===== config.mk =====
export PLATFORM = sky130hd
export DESIGN_NAME = tx_ring_space_allocator
export DESIGN_NICKNAME = d
export VERILOG_FILES = /design/src/hw/rtl/tsa_pkg.sv /design/src/hw/rtl/tsa_input_reg.sv /design/src/hw/rtl/tsa_engine.sv /design/src/hw/rtl/tx_ring_space_allocator.sv
export SDC_FILE = /design/constraint.sdc
export NUM_CORES = 1
export LEC_CHECK = 0
export BUFFER_PORTS_ARGS = -buffer_cell sky130_fd_sc_hd__buf_2
export CAP_MARGIN = 20
export CORE_ASPECT_RATIO = 0.5
export CORE_UTILIZATION = 50
export CTS_BUF_LIST = sky130_fd_sc_hd__clkbuf_2 sky130_fd_sc_hd__clkbuf_4 sky130_fd_sc_hd__clkbuf_8
export CTS_CLUSTER_DIAMETER = 100
export DETAILED_ROUTE_END_ITERATION = 8
export GPL_TIMING_DRIVEN = 0
export PLACE_DENSITY = 0.74
export SYNTH_ARGS = -nofsm -noshare
export SYNTH_HDL_FRONTEND = slang
export SYNTH_HIERARCHICAL = 1
export SYNTH_SLANG_ARGS = --single-unit

===== constraint.sdc =====
create_clock -name clk_i -period 17.65 [get_ports clk_i]
set_clock_uncertainty 0.15 [all_clocks]
set_input_delay 4.4125 -clock clk_i [delete_from_list [all_inputs] [get_ports clk_i]]
set_output_delay 4.4125 -clock clk_i [all_outputs]
set_load 0.01 [all_outputs]

===== src/hw/rtl/tsa_pkg.sv =====
// Shared types, constants and helpers for the transmit ring space allocator.
// Used by every module of the block; depends on nothing else.
`timescale 1ns / 1ps
package tsa_pkg;

  localparam int unsigned AddrW     = 13;
  localparam int unsigned PtrW      = 14;
  localparam int unsigned EndW      = 14;
  localparam int unsigned SumW      = 15;
  localparam int unsigned RamBytes  = 8192;

  localparam logic [AddrW-1:0] DefaultStart = 13'd4096;
  localparam logic [PtrW-1:0]  TxOverhead   = 14'd8;

  typedef enum logic {
    OP_ALLOC   = 1'b0,
    OP_CONFIRM = 1'b1
  } op_e;

  typedef struct packed {
    op_e              op;
    logic [AddrW-1:0] frame_size;
    logic [AddrW-1:0] sent_frame_end;
  } tsa_req_t;

  typedef struct packed {
    logic             granted;
    logic [AddrW-1:0] frame_start;
    logic [EndW-1:0]  frame_end;
  } tsa_result_t;

  function automatic logic [PtrW-1:0] round_even(input logic [PtrW-1:0] v);
    logic [PtrW-1:0] s;
    s = v + 14'd1;
    return {s[PtrW-1:1], 1'b0};
  endfunction

endpackage


===== src/hw/rtl/tsa_input_reg.sv =====
// Input register stage of the allocator: holds one accepted request item.
// Depends on tsa_pkg for the request type.
`timescale 1ns / 1ps
module tsa_input_reg
  import tsa_pkg::*;
(
  input  logic     clk_i,
  input  logic     rst_ni,
  input  logic     in_valid_i,
  output logic     in_ready_o,
  input  tsa_req_t in_req_i,
  input  logic     pop_i,
  output logic     valid_o,
  output tsa_req_t req_o
);

  logic     valid_q, valid_d;
  tsa_req_t req_q, req_d;
  logic     load;

  assign in_ready_o = !valid_q || pop_i;
  assign load       = in_valid_i && in_ready_o;

  always_comb begin
    valid_d = valid_q;
    req_d   = req_q;
    if (load) begin
      valid_d = 1'b1;
      req_d   = in_req_i;
    end else if (pop_i) begin
      valid_d = 1'b0;
    end
  end

  always_ff @(posedge clk_i or negedge rst_ni) begin
    if (!rst_ni) begin
      valid_q <= 1'b0;
    end else begin
      valid_q <= valid_d;
    end
  end

  always_ff @(posedge clk_i) begin
    req_q <= req_d;
  end

  assign valid_o = valid_q;
  assign req_o   = req_q;

  ap_pop_needs_item: assert property (@(posedge clk_i) disable iff (!rst_ni)
    pop_i |-> valid_q)
    else $error("pop without a held item");

endmodule


===== src/hw/rtl/tsa_engine.sv =====
// Pointer state and allocation logic: region start, write and release pointers.
// Depends on tsa_pkg for types, constants and the even rounding helper.
`timescale 1ns / 1ps
module tsa_engine
  import tsa_pkg::*;
(
  input  logic             clk_i,
  input  logic             rst_ni,
  input  logic             cfg_we_i,
  input  logic [AddrW-1:0] cfg_wdata_i,
  input  logic             step_i,
  input  tsa_req_t         req_i,
  output tsa_result_t      result_o
);

  logic [AddrW-1:0] start_q, start_d;
  logic [PtrW-1:0]  wp_q, wp_d;
  logic [PtrW-1:0]  rp_q, rp_d;

  logic [PtrW-1:0]  start_ext;
  logic [SumW-1:0]  need_raw;
  logic [SumW-1:0]  need_eff;
  logic [PtrW-1:0]  w_eff;
  logic [PtrW-1:0]  end_ptr;
  logic             wrap_chk;
  logic             refuse_end;
  logic             refuse_rp;
  logic             granted;

  assign start_ext = PtrW'(start_q);

  always_comb begin
    need_raw   = SumW'(wp_q) + SumW'(req_i.frame_size) + SumW'(TxOverhead);
    wrap_chk   = (wp_q >= rp_q) && (32'(need_raw) > RamBytes);
    refuse_end = wrap_chk && (rp_q == start_ext);
    w_eff      = (wrap_chk && !refuse_end) ? start_ext : wp_q;
    need_eff   = SumW'(w_eff) + SumW'(req_i.frame_size) + SumW'(TxOverhead);
    refuse_rp  = (w_eff < rp_q) && (need_eff >= SumW'(rp_q));
    granted    = !refuse_end && !refuse_rp;
    end_ptr    = w_eff + PtrW'(req_i.frame_size);

    result_o.granted     = granted;
    result_o.frame_start = granted ? w_eff[AddrW-1:0] : '0;
    result_o.frame_end   = granted ? EndW'(end_ptr) : '0;
  end

  always_comb begin
    start_d = start_q;
    wp_d    = wp_q;
    rp_d    = rp_q;
    if (cfg_we_i) begin
      start_d = cfg_wdata_i;
      wp_d    = PtrW'(cfg_wdata_i);
      rp_d    = PtrW'(cfg_wdata_i);
    end else if (step_i) begin
      case (req_i.op)
        OP_CONFIRM: begin
          rp_d = round_even(PtrW'(req_i.sent_frame_end) + TxOverhead);
        end
        OP_ALLOC: begin
          wp_d = granted ? round_even(end_ptr + TxOverhead) : w_eff;
        end
        default: begin
          wp_d = wp_q;
        end
      endcase
    end
  end

  always_ff @(posedge clk_i or negedge rst_ni) begin
    if (!rst_ni) begin
      start_q <= DefaultStart;
      wp_q    <= PtrW'(DefaultStart);
      rp_q    <= PtrW'(DefaultStart);
    end else begin
      start_q <= start_d;
      wp_q    <= wp_d;
      rp_q    <= rp_d;
    end
  end

  ap_confirm_even: assert property (@(posedge clk_i) disable iff (!rst_ni)
    (step_i && req_i.op == OP_CONFIRM && !cfg_we_i) |=> (rp_q[0] == 1'b0))
    else $error("release pointer odd after confirm");

  ap_grant_even: assert property (@(posedge clk_i) disable iff (!rst_ni)
    (step_i && req_i.op == OP_ALLOC && granted && !cfg_we_i) |=> (wp_q[0] == 1'b0))
    else $error("write pointer odd after grant");

  ap_cfg_reload: assert property (@(posedge clk_i) disable iff (!rst_ni)
    cfg_we_i |=> (wp_q == rp_q) && (wp_q == start_ext))
    else $error("pointers not reloaded by start write");

endmodule


===== src/hw/rtl/tx_ring_space_allocator.sv =====
// Transmit ring space allocator, top level: input stage, engine, result register.
// Depends on tsa_pkg, tsa_input_reg and tsa_engine.
// Path: an allocate item is held in the input stage, then its result is registered.
// Throughput: one item per cycle; a confirm item yields no result, and an
// allocate item waits in the input stage while an earlier result is stalled.
// Reset: region start, write and release pointers all return to address 4096.
`timescale 1ns / 1ps
module tx_ring_space_allocator
  import tsa_pkg::*;
(
  input  logic             clk_i,
  input  logic             rst_ni,
  input  logic             cfg_we_i,
  input  logic [AddrW-1:0] cfg_wdata_i,
  input  logic             s_axis_tvalid,
  output logic             s_axis_tready,
  // [12:0] frame_size, [25:13] sent_frame_end, [31:26] zero
  input  logic [31:0]      s_axis_tdata,
  // [0] opcode
  input  logic             s_axis_tuser,
  output logic             m_axis_tvalid,
  input  logic             m_axis_tready,
  // [12:0] frame_start, [26:13] frame_end, [31:27] zero
  output logic [31:0]      m_axis_tdata,
  // [0] granted
  output logic             m_axis_tuser
);

  tsa_req_t    in_req;
  tsa_req_t    held_req;
  logic        held_valid;
  logic        step;
  tsa_result_t result;

  tsa_result_t out_q, out_d;
  logic        out_valid_q, out_valid_d;
  logic        out_load;

  assign in_req.op             = op_e'(s_axis_tuser);
  assign in_req.frame_size     = s_axis_tdata[12:0];
  assign in_req.sent_frame_end = s_axis_tdata[25:13];

  tsa_input_reg u_input_reg (
    .clk_i      (clk_i),
    .rst_ni     (rst_ni),
    .in_valid_i (s_axis_tvalid),
    .in_ready_o (s_axis_tready),
    .in_req_i   (in_req),
    .pop_i      (step),
    .valid_o    (held_valid),
    .req_o      (held_req)
  );

  assign step = held_valid &&
                (held_req.op == OP_CONFIRM || !out_valid_q || m_axis_tready);
  assign out_load = step && (held_req.op == OP_ALLOC);

  tsa_engine u_engine (
    .clk_i       (clk_i),
    .rst_ni      (rst_ni),
    .cfg_we_i    (cfg_we_i),
    .cfg_wdata_i (cfg_wdata_i),
    .step_i      (step),
    .req_i       (held_req),
    .result_o    (result)
  );

  always_comb begin
    out_valid_d = out_valid_q;
    out_d       = out_q;
    if (out_load) begin
      out_valid_d = 1'b1;
      out_d       = result;
    end else if (m_axis_tready) begin
      out_valid_d = 1'b0;
    end
  end

  always_ff @(posedge clk_i or negedge rst_ni) begin
    if (!rst_ni) begin
      out_valid_q <= 1'b0;
    end else begin
      out_valid_q <= out_valid_d;
    end
  end

  always_ff @(posedge clk_i) begin
    out_q <= out_d;
  end

  assign m_axis_tvalid = out_valid_q;
  assign m_axis_tuser  = out_q.granted;
  assign m_axis_tdata  = {5'd0, out_q.frame_end, out_q.frame_start};

  ap_refused_zero: assert property (@(posedge clk_i) disable iff (!rst_ni)
    (m_axis_tvalid && !out_q.granted) |->
      (out_q.frame_start == '0) && (out_q.frame_end == '0))
    else $error("refused item carries nonzero addresses");

  ap_no_overwrite: assert property (@(posedge clk_i) disable iff (!rst_ni)
    (out_valid_q && !m_axis_tready) |-> !out_load)
    else $error("result register overwritten while stalled");

endmodule

Yosys cells after proc, flatten, opt, wreduce, memory -nomap -nowiden --
Index checks and enable logic that the tools add are counted.
Word-level totals: flip-flop bits (word level) 98, input port bits 51
Operators by class: add/subtract/negate cells 9, $lt $le $gt $ge 4, eq/ne operators 2, mux-type cells 12, bitwise operators 1, reductions and logical operators 21
Operators with widths (count):
- two-way mux 14 bit | 8
- adder 14 x 13 -> 15 bit | 2
- adder 15 x 4 -> 15 bit (second input constant) | 2
- adder 14 x 1 -> 14 bit (second input constant) | 2
- greater-or-equal comparator 15 x 14 -> 1 bit | 1
- > comparator 15 x 14 -> 1 bit (second input constant) | 1
- adder 13 x 4 -> 14 bit (second input constant) | 1
- adder 14 x 13 -> 14 bit | 1
- adder 14 x 4 -> 14 bit (second input constant) | 1
- equality test 14 x 13 -> 1 bit | 1
- greater-or-equal comparator 14 bit | 1
- < comparator 14 bit | 1
- logical AND 1 bit | 8
- nonzero test 2 bit | 4
- logical NOT 1 bit | 4
- two-way mux 1 bit | 4
- AND reduction 2 bit | 2
- logical OR 1 bit | 3
- != test 2 bit (second input constant) | 1
- NOT 1 bit | 1

Depth between registers and ports, before layout --
depth in word-level cells 18, depth in mapped cells 36, gate-level depth less buffers 34

By module --
Netlist, hierarchy kept.
By module, submodules not included:
- tsa_engine | times used 1, cells each 710, area an instance 5913.2 µm², seq. area each 1029.7 µm²
- tx_ring_space_allocator | times used 1, cells each 40, area an instance 949.7 µm², seq. area each 865.8 µm²
- tsa_input_reg | times used 1, cells each 31, area an instance 864.6 µm², seq. area each 835.8 µm²

Worst setup path after synthesis --
No wires, ideal clock.
path kind in2out, start point in m_axis_tready, end point out s_axis_tready, arrival 4879 ps, data required time 13088 ps, path slack 8209 ps, stages on the path 3, buffers on the path 0, cell sequence nand2b_4 > o21a_1 > nand2b_4
Between the ends: cells in the longest elaborated chain, start to end 3
Ends and longest elaborated chain:
- start: declaration | line tx_ring_space_allocator.sv:22 | input logic m_axis_tready,
- logical OR 1 bit | line tx_ring_space_allocator.sv:55 | (held_req.op == OP_CONFIRM || !out_valid_q || m_axis_tready);
- logical AND 1 bit | line tx_ring_space_allocator.sv:54 | assign step = held_valid &&
- named net step | line tx_ring_space_allocator.sv:32 | logic step;
- logical OR 1 bit | line tsa_input_reg.sv:21 | assign in_ready_o = !valid_q || pop_i;
- end: declaration | line tx_ring_space_allocator.sv:16 | output logic s_axis_tready,
The timed path passes the listed nets, and every way through them passes these cells.

Worst setup path after layout --
Same ends and word-level chain as after synthesis.

==> flow_metrics.env <==
export IMPL_drtAntennaViolNets=0
export IMPL_netlist_instances=781
export IMPL_min_delay_start="u_engine/start_q[12]"
export IMPL_layout_commonest_cell="ha_1"
export IMPL_period_share=0.549
export IMPL_die_x_um=178
export IMPL_stdcell_count=1075
export IMPL_tritoncts="built"
export IMPL_cts_setup_buffers=0
export IMPL_clk_pin_slew_ps=110
export IMPL_gp_congestion=0.932
export IMPL_dp_cells=1057
export IMPL_synth_edf_count=55
export IMPL_start_kind="input port"
export IMPL_setup_viol=0
export IMPL_ios=86
export IMPL_final_nets=1030
export IMPL_syn2layout_area_growth_pct=11.1
export IMPL_fin_crit_ps=9690
export IMPL_max_freq_mhz=103
export IMPL_end_kind="output port"
export IMPL_chipHeight_um=89.9
export IMPL_hold_depth=2
export IMPL_grt_util_all_layers=0.273
export IMPL_overflow=0
export IMPL_num_vias=6366
export IMPL_finalHoldViolCount=0
export IMPL_synthXorXnorAreaFrac=0.0610
export IMPL_synth_seq_cells=98
export IMPL_hpwl_um=16700
export IMPL_dr_wl_met2_um=8260
export IMPL_rsz0062_at_grt="false"
export IMPL_first_pass_iters=5
export IMPL_crit_fanout=4
export IMPL_hp_class="register to register"
export IMPL_cp_arrival_ps=5130
export IMPL_synth_fa_ha_area_frac=0.187
export IMPL_finalMaxSlewViolations=0
export IMPL_start_util=0.523
export IMPL_setup_tns_ps=0
export IMPL_synth_simple_area_share=0.147
export IMPL_antenna_found_initial=0
export IMPL_insertion_delay_ps=400
export IMPL_post_route_drc_count=0
export IMPL_status="finished clean"
export IMPL_holdWs_ps=350
export IMPL_synth_mux_area_frac=0.0246
export IMPL_tightest_slew_ps=850
export IMPL_cts_hold_buf=0
export IMPL_hold_path_endpoint="u_engine/start_q[12]"
export IMPL_synth_cell_type_count=84
export IMPL_avgSynthCellArea_um2=9.89
export IMPL_synth_top_family_by_area="adder cells"
export IMPL_ys_flop_type="edfxtp_1"
export IMPL_dieArea_um2=16000
export IMPL_drive_gt1_frac=0.164
export IMPL_syn_area_um2=7730
export IMPL_io_buffers=73
export IMPL_wl_met3_um=1900
export IMPL_core_area_um2=14800
export IMPL_regToRegSetupSlack_ps=8890
export IMPL_cts_root_buf="clkbuf_8"
export IMPL_path_class="input port to output port"
export IMPL_final_cell_mix="96 x ha_1, 77 x buf_2, 67 x inv_1"
export IMPL_topRoutingLayerUsed="met4"
export IMPL_cts_sinks=98
export IMPL_clockBufferDepth=2
export IMPL_num_rows=31
export IMPL_grt_first_pass_wirelength_um=32700
export IMPL_grt_max_degree=44
export IMPL_grt_pass1_vias=6074
export IMPL_htree_levels=3
export IMPL_required_ps=13090
export IMPL_worst_r2r_cell_count=34
export IMPL_drt_iter0_markers=599
export IMPL_regToRegEndpoint="u_engine/wp_q[8]"
export IMPL_ys_async_sr_fraction=0.439
export IMPL_wl_met1_um=10100
export IMPL_cts_inserted_buffers=9
export IMPL_yosys_warnings=6
export IMPL_viasPerCell=5.92
export IMPL_maxCapViolCount=0
export IMPL_avgRoutedWirePerCell_um=19.3
export IMPL_r2r_start="u_input_reg/req_o[14]"
export IMPL_synth_compound_area_frac=0.174
export IMPL_synth_seq_area_share=0.353
export IMPL_wl_um=20800
export IMPL_relSlewSlack=0.429
export IMPL_postCtsResizedCells=0
==> per-layer routing <==
metal | track usage | up-vias
met5 | 0 | -
met2 | 0.383 | 298
met1 | 0.416 | 3004
met3 | 0.0592 | 40
met4 | 0.0798 | 0
li1 | - | 3024
==> final cells by class <==
| class | count | area [um2] |
|---|---|---|
| antenna | 1 | 2.50 |
| timing repair buffer | 75 | 400 |
| inverter | 67 | 251 |
| clock inverter | 6 | 46.3 |
| tap | 198 | 248 |
| sequential | 98 | 2730 |
| multi-input combinational | 594 | 4610 |
| buffer | 26 | 158 |
| fill | 1323 | 6190 |
| clock buffer | 10 | 138 |
==> worst max-delay path, cell delays in order <==
cell and delay [ps]:
buf_2 100, nand2b_4 130, o21a_1 200, nand2b_4 150
buf_2 130
==> cell families (layout without fill, tap and decap cells) <==
group / count (synthesis) / in the layout
adder cells (fa/ha/maj): 108 / 108
multiplexers: 17 / 17
XOR/XNOR: 53 / 53
AO/OA/AOI/OAI: 196 / 196
buffers and inverters: 93 / 184
flip-flops: 98 / 98
AND/OR/NAND/NOR: 215 / 215
other: 1 / 6
==> Yosys cell counts, drive strengths merged (14+ instances only) <==
library cell | n | area share
ha | 96 | 0.16
inv | 67 | 0.033
o21ai | 61 | 0.040
nand2 | 57 | 0.028
edfxtp | 55 | 0.21
nor2 | 44 | 0.021
a21oi | 43 | 0.031
dfrtp | 40 | 0.13
xnor2 | 33 | 0.037
nand3 | 21 | 0.014
xor2 | 20 | 0.024
a21o | 17 | 0.017
buf | 15 | 0.015
nor2b | 15 | 0.013
nor3 | 15 | 0.010
nand4 | 14 | 0.012
==> state kept, by name (all words and copies together), names as in the netlist <==
register / flops
u_engine/rp_q: 14
m_axis_tvalid: 1
u_engine/start_q: 13
u_engine/wp_q: 14
u_input_reg/valid_o: 1
m_axis_tdata: 27
u_input_reg/req_o: 27
m_axis_tuser: 1
==> per-stage QoR <==
stage / utilization / setup slack (ps) / cell area, um2
detailed placement: 0.567 / 7950 / 8380
CTS: 0.579 / 7950 / 8560
finish: 0.581 / 7960 / 8580
global route: 0.581 / 7920 / 8580
floorplan: - / 8210 / 7740
global placement: 0.565 / 7960 / 8360
==> worst max path at each step <==
| stage | start | end | slack, ps | cells past startpoint |
|---|---|---|---|---|
| 6_report | m_axis_tready | s_axis_tready | 7960 | 5 |
| 5_1_grt | m_axis_tready | s_axis_tready | 7920 | 5 |
| 4_1_cts | m_axis_tready | s_axis_tready | 7950 | 5 |
| 3_5_place_dp | m_axis_tready | s_axis_tready | 7950 | 5 |
| 3_3_place_gp | m_axis_tready | s_axis_tready | 7960 | 5 |
| 2_1_floorplan | m_axis_tready | s_axis_tready | 8210 | 3 |
Power is not shown: default switching activity piles up to over one toggle a cycle in this logic, so the estimate is an artifact.
